`config.mk`:
```
export PLATFORM = sky130hd
export DESIGN_NAME = throttle_current_speed_limiter_core
export DESIGN_NICKNAME = d
export VERILOG_FILES = /design/src/rtl/core/tcsl_pkg.sv /design/src/rtl/core/tcsl_ctrl.sv /design/src/rtl/core/tcsl_dp.sv /design/src/rtl/core/throttle_current_speed_limiter_core.sv
export SDC_FILE = /design/constraint.sdc
export NUM_CORES = 2
export LEC_CHECK = 0
export BUFFER_PORTS_ARGS = -buffer_cell sky130_fd_sc_hd__buf_2
export CELL_PAD_IN_SITES_DETAIL_PLACEMENT = 2
export CELL_PAD_IN_SITES_GLOBAL_PLACEMENT = 2
export CORE_MARGIN = 1
export CORE_UTILIZATION = 41
export DETAILED_ROUTE_END_ITERATION = 12
export PLACE_DENSITY = 0.93
export SLEW_MARGIN = 20
export SYNTH_ARGS = -nofsm -noshare
export SYNTH_HDL_FRONTEND = slang
export SYNTH_SLANG_ARGS = --single-unit
```
`constraint.sdc`:
```
create_clock -name clk -period 17.2 [get_ports clk]
set_clock_uncertainty 0.15 [all_clocks]
set_input_delay 1.72 -clock clk [delete_from_list [all_inputs] [get_ports clk]]
set_output_delay 1.72 -clock clk [all_outputs]
set_load 0.02 [all_outputs]
```
`src/rtl/core/tcsl_pkg.sv`:
```
`timescale 1ns / 1ps
// ----------------------------------------------------------------------------
// tcsl_pkg
// Shared types, constants and fixed-point helpers of the throttle current and
// speed limiter.
// ----------------------------------------------------------------------------
package tcsl_pkg;

	// Default sample width; full throttle is 2^(SAMPLE_BITS-1) sample units.
	localparam int SAMPLE_BITS_DEF = 12;

	// Configuration port
	localparam int CFG_IDX_W  = 3;
	localparam int CFG_DATA_W = 16;

	// Result item: 34 field bits padded to whole bytes
	localparam int OUT_FIELD_W = 34;
	localparam int OUT_TDATA_W = ((OUT_FIELD_W + 7) / 8) * 8;
	localparam int OUT_PAD_W   = OUT_TDATA_W - OUT_FIELD_W;

	// Divider: 32 quotient bits, a few per cycle
	localparam int DIV_Q_W     = 32;
	localparam int DIV_BPC     = 2;
	localparam int DIV_CYCLES  = DIV_Q_W / DIV_BPC;
	localparam int DIV_CNT_W   = $clog2(DIV_CYCLES);

	// Register reset values
	localparam logic [15:0] RST_SMOOTHING_WEIGHT = 16'd13107;
	localparam logic [11:0] RST_DEADBAND         = 12'd205;
	localparam logic [15:0] RST_FULL_SCALE_RPM   = 16'd10000;
	localparam logic [15:0] RST_FULL_SCALE_CUR   = 16'd10000;
	localparam logic [15:0] RST_SPEED_FRACTION   = 16'd58982;
	localparam logic [15:0] RST_INTEGRAL_GAIN    = 16'd655;

	localparam logic signed [31:0] INT32_MAX = 32'sh7FFF_FFFF;
	localparam logic signed [31:0] INT32_MIN = 32'sh8000_0000;

	typedef enum logic [CFG_IDX_W-1:0] {
		CFG_SMOOTHING_WEIGHT     = 3'd0,
		CFG_DEADBAND             = 3'd1,
		CFG_FULL_SCALE_RPM       = 3'd2,
		CFG_FULL_SCALE_CURRENT   = 3'd3,
		CFG_SPEED_LIMIT_FRACTION = 3'd4,
		CFG_INTEGRAL_GAIN        = 3'd5
	} cfg_reg_t;

	typedef enum logic [3:0] {
		S_IDLE,
		S_MUL_AVG,
		S_AVG,
		S_P1,
		S_P3,
		S_DECIDE,
		S_DEAD,
		S_LIM_MUL,
		S_LIM_DONE,
		S_DIV_LOAD,
		S_DIV,
		S_ADJ,
		S_GAIN_MUL,
		S_VEL_DONE,
		S_FINISH
	} ctrl_state_t;

	typedef enum logic [3:0] {
		OP_NONE,
		OP_LOAD,
		OP_MUL_AVG,
		OP_AVG,
		OP_P1,
		OP_P3,
		OP_DECIDE,
		OP_DEAD,
		OP_LIM_MUL,
		OP_LIM_DONE,
		OP_DIV_LOAD,
		OP_DIV_STEP,
		OP_ADJ,
		OP_GAIN_MUL,
		OP_VEL_DONE,
		OP_FINISH
	} dp_op_t;

	typedef struct packed {
		dp_op_t op;
	} dp_cmd_t;

	typedef struct packed {
		logic dead;   // smoothed throttle inside the deadband
		logic vel;    // speed correction applies
	} dp_status_t;

	// Packed so that motor_enable lands in the lowest bit
	typedef struct packed {
		logic signed [15:0] held_current_ma;
		logic               velocity_mode;
		logic signed [15:0] drive_current_ma;
		logic               motor_enable;
	} tcsl_result_t;

	// Shift right by sh, round to nearest, ties away from zero
	function automatic logic signed [63:0] rnd_shr(input logic signed [63:0] v,
			input int sh);
		logic [63:0] mag;
		mag = v[63] ? 64'(-v) : 64'(v);
		mag = (mag + (64'd1 << (sh - 1))) >> sh;
		return v[63] ? -$signed(mag) : $signed(mag);
	endfunction

	function automatic logic signed [31:0] sat32(input logic signed [63:0] v);
		if (v > 64'(INT32_MAX)) begin
			return INT32_MAX;
		end else if (v < 64'(INT32_MIN)) begin
			return INT32_MIN;
		end
		return v[31:0];
	endfunction

	function automatic logic signed [15:0] sat16(input logic signed [63:0] v);
		if (v > 64'sd32767) begin
			return 16'sh7FFF;
		end else if (v < -64'sd32768) begin
			return 16'sh8000;
		end
		return v[15:0];
	endfunction

endpackage

```
`src/rtl/core/tcsl_ctrl.sv`:
```
`timescale 1ns / 1ps
// ----------------------------------------------------------------------------
// tcsl_ctrl
// Sequencer of the limiter: walks one tick through the shared multiplier and
// the divider, and owns the input and result handshakes.
// ----------------------------------------------------------------------------
module tcsl_ctrl
	import tcsl_pkg::*;
(
	input  logic       clk,
	input  logic       arst_n,
	input  logic       in_valid,
	input  logic       in_sample_valid,
	output logic       in_ready,
	output logic       out_valid,
	input  logic       out_ready,
	input  dp_status_t status,
	output dp_cmd_t    cmd
);

	ctrl_state_t          state_q, state_d;
	logic [DIV_CNT_W-1:0] div_cnt_q;
	logic                 out_valid_q;
	logic                 out_load;

	always_ff @(posedge clk or negedge arst_n) begin
		if (!arst_n) begin
			state_q     <= S_IDLE;
			div_cnt_q   <= '0;
			out_valid_q <= 1'b0;
		end else begin
			state_q <= state_d;
			if (state_q == S_DIV_LOAD) begin
				div_cnt_q <= '0;
			end else if (state_q == S_DIV) begin
				div_cnt_q <= div_cnt_q + 1'b1;
			end
			if (out_load) begin
				out_valid_q <= 1'b1;
			end else if (out_ready) begin
				out_valid_q <= 1'b0;
			end
		end
	end

	always_comb begin
		state_d  = state_q;
		cmd.op   = OP_NONE;
		in_ready = 1'b0;
		out_load = 1'b0;
		case (state_q)
			S_IDLE: begin
				in_ready = 1'b1;
				if (in_valid) begin
					cmd.op = OP_LOAD;
					// a failed read leaves the stored state as it was
					if (in_sample_valid) begin
						state_d = S_MUL_AVG;
					end
				end
			end
			S_MUL_AVG: begin
				cmd.op  = OP_MUL_AVG;
				state_d = S_AVG;
			end
			S_AVG: begin
				cmd.op  = OP_AVG;
				state_d = S_P1;
			end
			S_P1: begin
				cmd.op  = OP_P1;
				state_d = status.dead ? S_DEAD : S_P3;
			end
			S_P3: begin
				cmd.op  = OP_P3;
				state_d = S_DECIDE;
			end
			S_DECIDE: begin
				cmd.op  = OP_DECIDE;
				state_d = status.vel ? S_DIV_LOAD : S_LIM_MUL;
			end
			S_DEAD: begin
				cmd.op  = OP_DEAD;
				state_d = S_FINISH;
			end
			S_LIM_MUL: begin
				cmd.op  = OP_LIM_MUL;
				state_d = S_LIM_DONE;
			end
			S_LIM_DONE: begin
				cmd.op  = OP_LIM_DONE;
				state_d = S_FINISH;
			end
			S_DIV_LOAD: begin
				cmd.op  = OP_DIV_LOAD;
				state_d = S_DIV;
			end
			S_DIV: begin
				cmd.op = OP_DIV_STEP;
				if (div_cnt_q == DIV_CNT_W'(DIV_CYCLES - 1)) begin
					state_d = S_ADJ;
				end
			end
			S_ADJ: begin
				cmd.op  = OP_ADJ;
				state_d = S_GAIN_MUL;
			end
			S_GAIN_MUL: begin
				cmd.op  = OP_GAIN_MUL;
				state_d = S_VEL_DONE;
			end
			S_VEL_DONE: begin
				cmd.op  = OP_VEL_DONE;
				state_d = S_FINISH;
			end
			S_FINISH: begin
				// hold until the result register is free
				if (!out_valid_q || out_ready) begin
					cmd.op   = OP_FINISH;
					out_load = 1'b1;
					state_d  = S_IDLE;
				end
			end
			default: begin
				state_d = S_IDLE;
			end
		endcase
	end

	assign out_valid = out_valid_q;

endmodule

```
`src/rtl/core/tcsl_dp.sv`:
```
`timescale 1ns / 1ps
// ----------------------------------------------------------------------------
// tcsl_dp
// Datapath of the limiter: configuration registers, state, one shared
// registered multiplier, a radix-4 divider and the result register.
// ----------------------------------------------------------------------------
module tcsl_dp
	import tcsl_pkg::*;
#(
	parameter int SAMPLE_BITS = SAMPLE_BITS_DEF
) (
	input  logic                          clk,
	input  logic                          arst_n,
	input  dp_cmd_t                       cmd,
	output dp_status_t                    status,
	input  logic                          cfg_we,
	input  logic [CFG_IDX_W-1:0]          cfg_index,
	input  logic [CFG_DATA_W-1:0]         cfg_data,
	input  logic signed [SAMPLE_BITS-1:0] throttle_sample,
	input  logic signed [15:0]            motor_rpm,
	output tcsl_result_t                  result
);

	localparam int SW     = SAMPLE_BITS;
	localparam int AvgW   = SW + 8;
	localparam int P1W    = SW + 17;
	localparam int P2W    = SW + 33;
	localparam int P3W    = SW + 17;
	localparam int ErrW   = SW + 18;
	localparam int Lim8W  = 26;
	localparam int CmpW   = SW + 36;
	localparam int MulAW  = (SW + 18 > 34) ? SW + 18 : 34;
	localparam int MulBW  = 17;
	localparam int ProdW  = MulAW + MulBW;
	localparam int SumW   = ProdW + 9;
	localparam int NpW    = SumW - SW + 1;

	// configuration
	logic [15:0] w_q, frs_q, fcu_q, frac_q, gain_q;
	logic [11:0] db_q;

	// state
	logic signed [AvgW-1:0]  avg_q;
	logic signed [31:0]      cur_q;

	// working registers
	logic signed [SW-1:0]    s_q;
	logic signed [15:0]      rpm_q;
	logic signed [ProdW-1:0] prod_q;
	logic signed [P1W-1:0]   p1_q;
	logic signed [P2W-1:0]   p2_q;
	logic signed [Lim8W-1:0] lim8_q;
	logic signed [31:0]      adj_q;
	logic                    vel_q, en_q, neg_q, ovf_q;
	logic [15:0]             rem_q;
	logic [DIV_Q_W-1:0]      quo_q;
	tcsl_result_t            res_q;

	// combinational
	logic signed [AvgW-1:0]  s8;
	logic signed [AvgW:0]    diff;
	logic [SW:0]             abs_s;
	logic [AvgW:0]           abs_avg;
	logic                    brake;
	logic signed [63:0]      avg_rnd;
	logic signed [AvgW-1:0]  avg_new;
	logic                    pos;
	logic signed [ErrW-1:0]  err;
	logic signed [CmpW-1:0]  rpm_sh, p2x, cur_sh, p3_sh;
	logic                    vel_c;
	logic signed [63:0]      lim8_w;
	logic signed [MulAW-1:0] lim_diff;
	logic signed [MulAW-1:0] mul_a;
	logic signed [MulBW-1:0] mul_b;
	logic                    mul_en;
	logic signed [ProdW-1:0] mul_p;
	logic [ProdW-1:0]        abs_prod;
	logic [15:0]             frs1;
	logic [SumW-1:0]         div_sum;
	logic [NpW-1:0]          div_np;
	logic [NpW-33:0]         div_hi;
	logic                    div_ovf;
	logic [15:0]             rem_d;
	logic [DIV_Q_W-1:0]      quo_d;
	logic signed [31:0]      adj_d;
	logic signed [31:0]      cur_vel, cur_lim;
	logic signed [63:0]      drive8;

	// ---- throttle average ----
	assign s8      = {s_q, 8'b0};
	assign diff    = {s8[AvgW-1], s8} - {avg_q[AvgW-1], avg_q};
	assign abs_s   = s_q[SW-1] ? -{s_q[SW-1], s_q} : {s_q[SW-1], s_q};
	assign abs_avg = avg_q[AvgW-1] ? -{avg_q[AvgW-1], avg_q} : {avg_q[AvgW-1], avg_q};
	assign brake   = {abs_s, 9'b0} < {1'b0, abs_avg};
	assign avg_rnd = rnd_shr((64'(avg_q) <<< 16) + 64'(prod_q), 16);
	assign avg_new = brake ? s8 : avg_rnd[AvgW-1:0];

	assign status.dead = 32'(abs_avg) < 32'({db_q, 8'b0});

	// ---- speed and current limit compares ----
	assign pos    = !s_q[SW-1] && (|s_q);
	assign err    = (ErrW'(rpm_q) <<< (SW - 1)) - ErrW'(p1_q);
	assign rpm_sh = CmpW'(rpm_q) <<< (SW + 15);
	assign p2x    = CmpW'(p2_q);
	assign cur_sh = CmpW'(cur_q) <<< (SW - 1);
	assign p3_sh  = CmpW'($signed(prod_q[P3W-1:0])) <<< 8;
	assign vel_c  = (pos ? (rpm_sh > p2x) : (rpm_sh < p2x)) &&
			(pos ? (cur_sh < p3_sh) : (cur_sh > p3_sh));
	assign status.vel = vel_c;

	assign lim8_w   = rnd_shr(64'($signed(prod_q[P3W-1:0])) <<< 8, SW - 1);
	assign lim_diff = MulAW'(lim8_q) - MulAW'(cur_q);

	// ---- shared multiplier operand select ----
	always_comb begin
		mul_en = 1'b1;
		mul_a  = '0;
		mul_b  = '0;
		case (cmd.op)
			OP_MUL_AVG: begin
				mul_a = MulAW'(diff);
				mul_b = $signed({1'b0, w_q});
			end
			OP_AVG: begin
				mul_a = MulAW'(s_q);
				mul_b = $signed({1'b0, frs_q});
			end
			OP_P1: begin
				mul_a = $signed(prod_q[MulAW-1:0]);
				mul_b = $signed({1'b0, frac_q});
			end
			OP_P3: begin
				mul_a = MulAW'(s_q);
				mul_b = $signed({1'b0, fcu_q});
			end
			OP_DECIDE: begin
				mul_a = MulAW'(err);
				mul_b = $signed({1'b0, fcu_q});
			end
			OP_LIM_MUL: begin
				mul_a = lim_diff;
				mul_b = $signed({1'b0, w_q});
			end
			OP_GAIN_MUL: begin
				mul_a = MulAW'(adj_q);
				mul_b = $signed({1'b0, gain_q});
			end
			default: begin
				mul_en = 1'b0;
			end
		endcase
	end

	assign mul_p = ProdW'(mul_a) * ProdW'(mul_b);

	// ---- divider load: |err*fcu*256| plus half the divisor, shifted right by SW-1 ----
	assign abs_prod = prod_q[ProdW-1] ? ProdW'(-prod_q) : ProdW'(prod_q);
	assign frs1     = (frs_q == '0) ? 16'd1 : frs_q;
	assign div_sum  = {1'b0, abs_prod, 8'b0} + (SumW'(frs1) << (SW - 2));
	assign div_np   = div_sum[SumW-1:SW-1];
	assign div_hi   = div_np[NpW-1:DIV_Q_W];
	assign div_ovf  = 32'(div_hi) >= 32'(frs1);

	// ---- restoring divider steps ----
	always_comb begin
		logic [16:0] t;
		rem_d = rem_q;
		quo_d = quo_q;
		for (int i = 0; i < DIV_BPC; i++) begin
			t     = {rem_d, quo_d[DIV_Q_W-1]};
			quo_d = {quo_d[DIV_Q_W-2:0], 1'b0};
			if (t >= {1'b0, frs1}) begin
				t        = t - {1'b0, frs1};
				quo_d[0] = 1'b1;
			end
			rem_d = t[15:0];
		end
	end

	// ---- signed, saturated adjustment ----
	always_comb begin
		if (neg_q) begin
			if (ovf_q || (quo_q[31] && (|quo_q[30:0]))) begin
				adj_d = INT32_MIN;
			end else begin
				adj_d = -$signed(quo_q);
			end
		end else begin
			if (ovf_q || quo_q[31]) begin
				adj_d = INT32_MAX;
			end else begin
				adj_d = $signed(quo_q);
			end
		end
	end

	assign cur_vel = sat32(64'(cur_q) + rnd_shr(64'(prod_q), 16));
	assign cur_lim = sat32(rnd_shr((64'(cur_q) <<< 16) + 64'(prod_q), 16));
	assign drive8  = vel_q ? 64'(cur_q) + 64'(adj_q) : 64'(cur_q);

	// ---- configuration ----
	always_ff @(posedge clk or negedge arst_n) begin
		if (!arst_n) begin
			w_q    <= RST_SMOOTHING_WEIGHT;
			db_q   <= RST_DEADBAND;
			frs_q  <= RST_FULL_SCALE_RPM;
			fcu_q  <= RST_FULL_SCALE_CUR;
			frac_q <= RST_SPEED_FRACTION;
			gain_q <= RST_INTEGRAL_GAIN;
		end else if (cfg_we) begin
			case (cfg_reg_t'(cfg_index))
				CFG_SMOOTHING_WEIGHT:     w_q    <= cfg_data;
				CFG_DEADBAND:             db_q   <= cfg_data[11:0];
				CFG_FULL_SCALE_RPM:       frs_q  <= cfg_data;
				CFG_FULL_SCALE_CURRENT:   fcu_q  <= cfg_data;
				CFG_SPEED_LIMIT_FRACTION: frac_q <= cfg_data;
				CFG_INTEGRAL_GAIN:        gain_q <= cfg_data;
				default: ;
			endcase
		end
	end

	// ---- persistent state ----
	always_ff @(posedge clk or negedge arst_n) begin
		if (!arst_n) begin
			avg_q <= '0;
			cur_q <= '0;
		end else begin
			case (cmd.op)
				OP_AVG:      avg_q <= avg_new;
				OP_DEAD:     cur_q <= '0;
				OP_LIM_DONE: cur_q <= cur_lim;
				OP_VEL_DONE: cur_q <= cur_vel;
				default: ;
			endcase
		end
	end

	// ---- working registers ----
	always_ff @(posedge clk) begin
		if (mul_en) begin
			prod_q <= mul_p;
		end
		case (cmd.op)
			OP_LOAD: begin
				s_q   <= throttle_sample;
				rpm_q <= motor_rpm;
			end
			OP_P1: begin
				p1_q <= prod_q[P1W-1:0];
			end
			OP_P3: begin
				p2_q <= prod_q[P2W-1:0];
			end
			OP_DECIDE: begin
				vel_q  <= vel_c;
				en_q   <= 1'b1;
				lim8_q <= lim8_w[Lim8W-1:0];
			end
			OP_DEAD: begin
				vel_q <= 1'b0;
				en_q  <= 1'b0;
			end
			OP_DIV_LOAD: begin
				neg_q <= !prod_q[ProdW-1] && (|prod_q);
				ovf_q <= div_ovf;
				rem_q <= div_ovf ? 16'd0 : 16'(div_hi);
				quo_q <= div_np[DIV_Q_W-1:0];
			end
			OP_DIV_STEP: begin
				rem_q <= rem_d;
				quo_q <= quo_d;
			end
			OP_ADJ: begin
				adj_q <= adj_d;
			end
			OP_FINISH: begin
				res_q.motor_enable     <= en_q;
				res_q.drive_current_ma <= sat16(rnd_shr(drive8, 8));
				res_q.velocity_mode    <= vel_q;
				res_q.held_current_ma  <= sat16(rnd_shr(64'(cur_q), 8));
			end
			default: ;
		endcase
	end

	assign result = res_q;

endmodule

```
`src/rtl/core/throttle_current_speed_limiter_core.sv`:
```
`timescale 1ns / 1ps
// ----------------------------------------------------------------------------
// throttle_current_speed_limiter_core
// Throttle-driven motor current command with speed limiting.
// ----------------------------------------------------------------------------
// One input item per control tick; one result item per tick whose sample read
// succeeded, none for a failed read. The block handles one tick at a time. A
// tick with a failed read is taken without leaving the idle state. A valid
// tick inside the deadband runs the averaging and deadband steps, a tick in
// current ramp mode the averaging, limit compare and ramp steps, and a tick in
// speed-limit mode the averaging and compare steps, then the divider (2
// quotient bits per cycle) forming the speed error times the current/rpm
// full-scale ratio, then the gain step. The sequencer returns to idle as the
// result is placed in the output register, and then accepts the next item.
// All products go through a single registered multiplier that the sequencer
// time-shares. The output register holds a finished result while the next
// tick is taken and worked on; a tick only stalls at its end if the previous
// result has still not been taken. Configuration writes are applied at once
// and must be made while the block is idle.
// ----------------------------------------------------------------------------
module throttle_current_speed_limiter_core
	import tcsl_pkg::*;
#(
	parameter int SAMPLE_BITS = SAMPLE_BITS_DEF
) (
	input  logic                                  clk,
	input  logic                                  arst_n,
	// slave side
	input  logic                                  s_tvalid,
	output logic                                  s_tready,
	// throttle_sample, sample_valid, motor_rpm (from bit 0), zero padded
	input  logic [((SAMPLE_BITS+17+7)/8)*8-1:0]   s_tdata,
	// master side
	output logic                                  m_tvalid,
	input  logic                                  m_tready,
	// motor_enable, drive_current_ma, velocity_mode, held_current_ma
	// (from bit 0), zero padded
	output logic [OUT_TDATA_W-1:0]                m_tdata,
	// configuration write port
	input  logic                                  cfg_we,
	input  logic [CFG_IDX_W-1:0]                  cfg_index,
	input  logic [CFG_DATA_W-1:0]                 cfg_data
);

	// Unpack the input item
	logic signed [SAMPLE_BITS-1:0] throttle_sample;
	logic                          sample_valid;
	logic signed [15:0]            motor_rpm;

	assign throttle_sample = s_tdata[SAMPLE_BITS-1:0];
	assign sample_valid    = s_tdata[SAMPLE_BITS];
	assign motor_rpm       = s_tdata[SAMPLE_BITS+16:SAMPLE_BITS+1];

	dp_cmd_t      cmd;
	dp_status_t   status;
	tcsl_result_t result;

	// Sequencer: a state per multiplier slot and per update step, plus the divider loop
	tcsl_ctrl u_ctrl (
		.clk             (clk),
		.arst_n          (arst_n),
		.in_valid        (s_tvalid),
		.in_sample_valid (sample_valid),
		.in_ready        (s_tready),
		.out_valid       (m_tvalid),
		.out_ready       (m_tready),
		.status          (status),
		.cmd             (cmd)
	);

	// Arithmetic, state, configuration and result register
	tcsl_dp #(
		.SAMPLE_BITS (SAMPLE_BITS)
	) u_dp (
		.clk             (clk),
		.arst_n          (arst_n),
		.cmd             (cmd),
		.status          (status),
		.cfg_we          (cfg_we),
		.cfg_index       (cfg_index),
		.cfg_data        (cfg_data),
		.throttle_sample (throttle_sample),
		.motor_rpm       (motor_rpm),
		.result          (result)
	);

	// Pack the result item, motor_enable in the lowest bit
	assign m_tdata = {{OUT_PAD_W{1'b0}}, result};

endmodule

```
==> impl_metrics.tcl, run 1 <==
set metrics [dict create \
    status "did not finish" \
    failed_stage "global routing (5_1_grt)" \
    firstError "[ERROR GRT-0232] Routing congestion too high. Check the congestion heatmap in the GUI." \
    synth-edff-count 297 \
    grt_overflow_total 35 \
    cts_sinks 450 \
    grt_max_degree 103 \
    synth.distinct_cells 110 \
    port_buffers 88 \
    synthArstFlopShare_pct 34.0 \
    io_pins 98 \
    post-place-ws_ns 3.51 \
    synth_top_area_cell "fa_1" \
    ys_ff_latch 450 \
    die_h_um 413 \
    cts_made_buffers 58 \
    grt_antenna_before_repair 129 \
    yosysTopAreaCellShare_pct 15.1 \
    hpwl_um 286000 \
    yosysWarnings 0 \
    ctsResizeCount 0 \
    synth-main-ff-cell "edfxtp_1" \
    cts_hold_buffers 0 \
    gp_congestion 1.01 \
    postCtsSetupBuffers 0 \
    ys_seq_area_share_pct 18.4 \
    clockRootBuffer "clkbuf_16" \
    die_w_um 413 \
    start_util_pct 41.4 \
    synthTopCellsByArea "fa_1, edfxtp_1, ha_1" \
    grt_usage_pct 66.1 \
    htreeDepth 2 \
    std_cell_rows 150 \
    clockBufferDepth 3 \
    synth_area_mm2 0.0694 \
    syn-mean-instance-area_um2 8.19 \
    syn_inst 8474 \
]
[kinds of logic after synthesis]
kind of cell | synth area share, %
simple gates | 19.2
compound gates | 19.5
buf+inv | 7.21
fa+ha+maj | 24.2
xor+xnor | 9.38
flops | 18.4
mux | 1.99
other cells | 0.0108
[cells in the mapped netlist (27+ instances only)]
cell type / n
dfstp_2: 38
o22ai_1: 39
edfxtp_1: 297
o211ai_1: 64
nor2_1: 581
o21bai_1: 54
o31ai_1: 57
clkbuf_1: 357
a21boi_0: 28
xor2_1: 190
and3_1: 76
nor3_1: 208
nand2_1: 954
a2111oi_0: 28
nand4_1: 104
a21oi_1: 503
mux2i_1: 46
nand3_1: 183
and2_1: 86
dfrtp_1: 115
nand2b_1: 92
nor3b_1: 31
xnor2_1: 539
o31a_1: 30
ha_1: 502
mux2_2: 82
a211o_1: 27
or2_2: 53
fa_1: 525
a211oi_1: 65
a221o_1: 34
a21o_1: 169
nor2b_1: 86
a31oi_1: 105
inv_1: 911
nor4_1: 67
and4_1: 34
or3_1: 88
o21a_1: 67
o21ai_0: 446
a22oi_1: 40
[through the flow]
stage	utilization, %	cell area [um2]	instances
4_1_cts	44.4	74500	10600
2_1_floorplan	-	69400	8479
3_3_place_gp	43.3	72600	10500
3_5_place_dp	43.3	72600	10500
[metal layers]
layer  overflow  global-route usage (%)
met2          1                    78.9
met4         15                    60.4
met3         13                    57.1
met1          2                    65.1
met5          4                    46.3
==> run 2: changes to the inputs <==
CELL_PAD_IN_SITES_DETAIL_PLACEMENT = unset   (was 2)
CELL_PAD_IN_SITES_GLOBAL_PLACEMENT = unset   (was 2)
CORE_UTILIZATION = 35   (was 41)
PLACE_DENSITY = unset   (was 0.93)
PLACE_DENSITY_LB_ADDON = 0.15   (was unset)
==> impl_metrics.tcl, run 2 <==
set metrics [dict create \
    final_common_cell "nand2_1" \
    placeableCoreArea_mm2 0.197 \
    drtIter0Drc 5118 \
    cts_made_buffers 60 \
    io_pins 98 \
    cp_max_fo 29 \
    syn-mean-instance-area_um2 8.19 \
    clockRootBuffer "clkbuf_16" \
    whs_path_depth 1 \
    synth-edff-count 297 \
    grt_pass1_vias 61200 \
    cts_sinks 450 \
    ys_top_cells_by_count "nand2_1, inv_1, nor2_1" \
    worst_pin_slew_ns 1.24 \
    synth_area_mm2 0.0694 \
    synthArstFlopShare_pct 34.0 \
    slew_headroom_pct 17.3 \
    fin_setup_tns_ns 0 \
    start_util_pct 35.2 \
    critical_path.slowest_cell "a211oi_1" \
    rsz0062_at_grt "false" \
    grt_antenna_before_repair 14 \
    routed_wirelength_um 269000 \
    nets 9478 \
    fin_crit_sh_pct 76.2 \
    ff2ff_path_depth 40 \
    worstPathArrival_ns 13.48 \
    die_w_um 447 \
    synth.distinct_cells 110 \
    max_freq_ghz 0.0763 \
    grt_max_degree 84 \
    area_delta_synth_final_pct 8.24 \
    clockBufferDepth 3 \
    hp-class "register to register" \
    viasPerCell 5.70 \
    cts_hold_buffers 0 \
    grt_usage_pct 26.4 \
    firstDrtPassIters 6 \
    syn_inst 8474 \
    grt_overflow_total 0 \
    grt_pass1_wl_um 398000 \
    clk_pin_slew_ns 0.06 \
    top_register "u_dp.prod_q" \
    period_needed_ns 13.10 \
    dieArea_mm2 0.200 \
    crit_path_end_kind "register" \
    crit_top_cell "nand2_1" \
    synthTopCellsByArea "fa_1, edfxtp_1, ha_1" \
    final-setup-viol-count 0 \
    layout-drive-gt1-share_pct 7.44 \
    cpPeakStageDelay_ns 0.80 \
    postCtsSetupBuffers 0 \
    yosysTopAreaCellShare_pct 15.1 \
    start_kind "register" \
    status "complete, no violations" \
    die_h_um 447 \
    synth-main-ff-cell "edfxtp_1" \
    synth_most_common_cell "nand2_1" \
    maxSlewViolCount 0 \
    path_class "register to register" \
    tritoncts "yes" \
    insertion_delay_ns 0.75 \
    htreeDepth 2 \
    ctsResizeCount 0 \
    finalHoldViolCount 0 \
    std_cell_rows 163 \
    yosysWarnings 0 \
    final_antenna_net_count 0 \
    ys_seq_area_share_pct 18.4 \
    dr_total_vias 63200 \
    largest_register_ffs 51 \
    gp_congestion 0.981 \
    final_cell_mix "nand2_1, inv_1, nor2_1" \
    crit_required_ns 17.58 \
    port_buffers 88 \
    synth_top_area_cell "fa_1" \
    drv_cap 0 \
    hpwl_um 210000 \
    ys_ff_latch 450 \
    drc 0 \
    wl_per_cell_um 24.2 \
]
## run 2: cell counts after synthesis
Identical to the previous run, type by type.
## run 2: area by class of cell
class                           instances  area [um2]
Timing Repair Buffer                  252        1700
Sequential cell                       450       12800
Clock buffer                           79        1650
Inverter                              922        3460
Fill cell                           20300      122000
Antenna cell                            6        15.0
Clock inverter                         34         345
Tap cell                             2640        3300
Multi-Input combinational cell       6709       51900
## run 2: final timing paths
check	end	slack (ns)	startpoint
worst max-delay path	u_dp.cur_q[25]	4.10	u_dp.prod_q[4]
worst min-delay path	u_dp.fcu_q[15]	0.35	u_dp.fcu_q[15]
worst max register to register	u_dp.cur_q[25]	4.10	u_dp.prod_q[4]
worst min register to register	u_dp.fcu_q[15]	0.35	u_dp.fcu_q[15]
max in group asynchronous	u_dp.frac_q[12]	14.52	arst_n
min in group asynchronous	u_dp.db_q[9]	0.86	arst_n
## run 2: kinds of logic (layout without fill, tap and decap cells)
family                   Yosys count  in the layout  share of synthesized area (%)
multiplexers                     128            128                           1.99
AND/OR/NAND/NOR                 2759           2759                           19.2
AO/OA/AOI/OAI                   2049           2049                           19.5
flip-flops                       450            450                           18.4
XOR/XNOR                         735            735                           9.38
other                              2             13                         0.0108
adder cells (fa/ha/maj)         1031           1031                           24.2
buffers and inverters           1320           1287                           7.21
## run 2: worst max-delay path, delay by kind of cell, from the launching register on
family                     cells  cell delay (ns)
AOI/OAI and AO/OA             11             3.40
xor gates and xnor gates       3             0.46
adders and majority gates      2             0.65
buffers and inverters          1             0.38
DFF                            1             0.63
muxes                          1             0.25
and+or+nand+nor               22             6.87
## run 2: metal layers
metal  wire (um)  share of wire, %  vias to the layer above  track usage (%)
met5          69             0.026                        -                0
met4       13100               4.9                       10             11.0
met3       15300               5.7                      397             2.70
met2      119000                44                     1977             42.0
met1      121000                45                    31300             36.3
li1            -                 -                    29500                -
## run 2: through the flow
stage	cell area [um2]	setup slack, ns	std cells	util, %	hold WS [ns]
after global placement	73100	4.40	11000	37.1	0.332
after detailed placement	73100	4.35	11000	37.1	0.344
after global routing	75100	3.36	11100	38.1	0.366
final	75100	4.10	11100	38.1	0.354
after floorplan	69400	5.07	8479	-	0.250
after CTS	75100	4.20	11100	38.1	0.357
Power of run 2 is left out: the tool's default activity adds up to more than one toggle a clock period on the data nets, which glitch-free logic cannot reach.
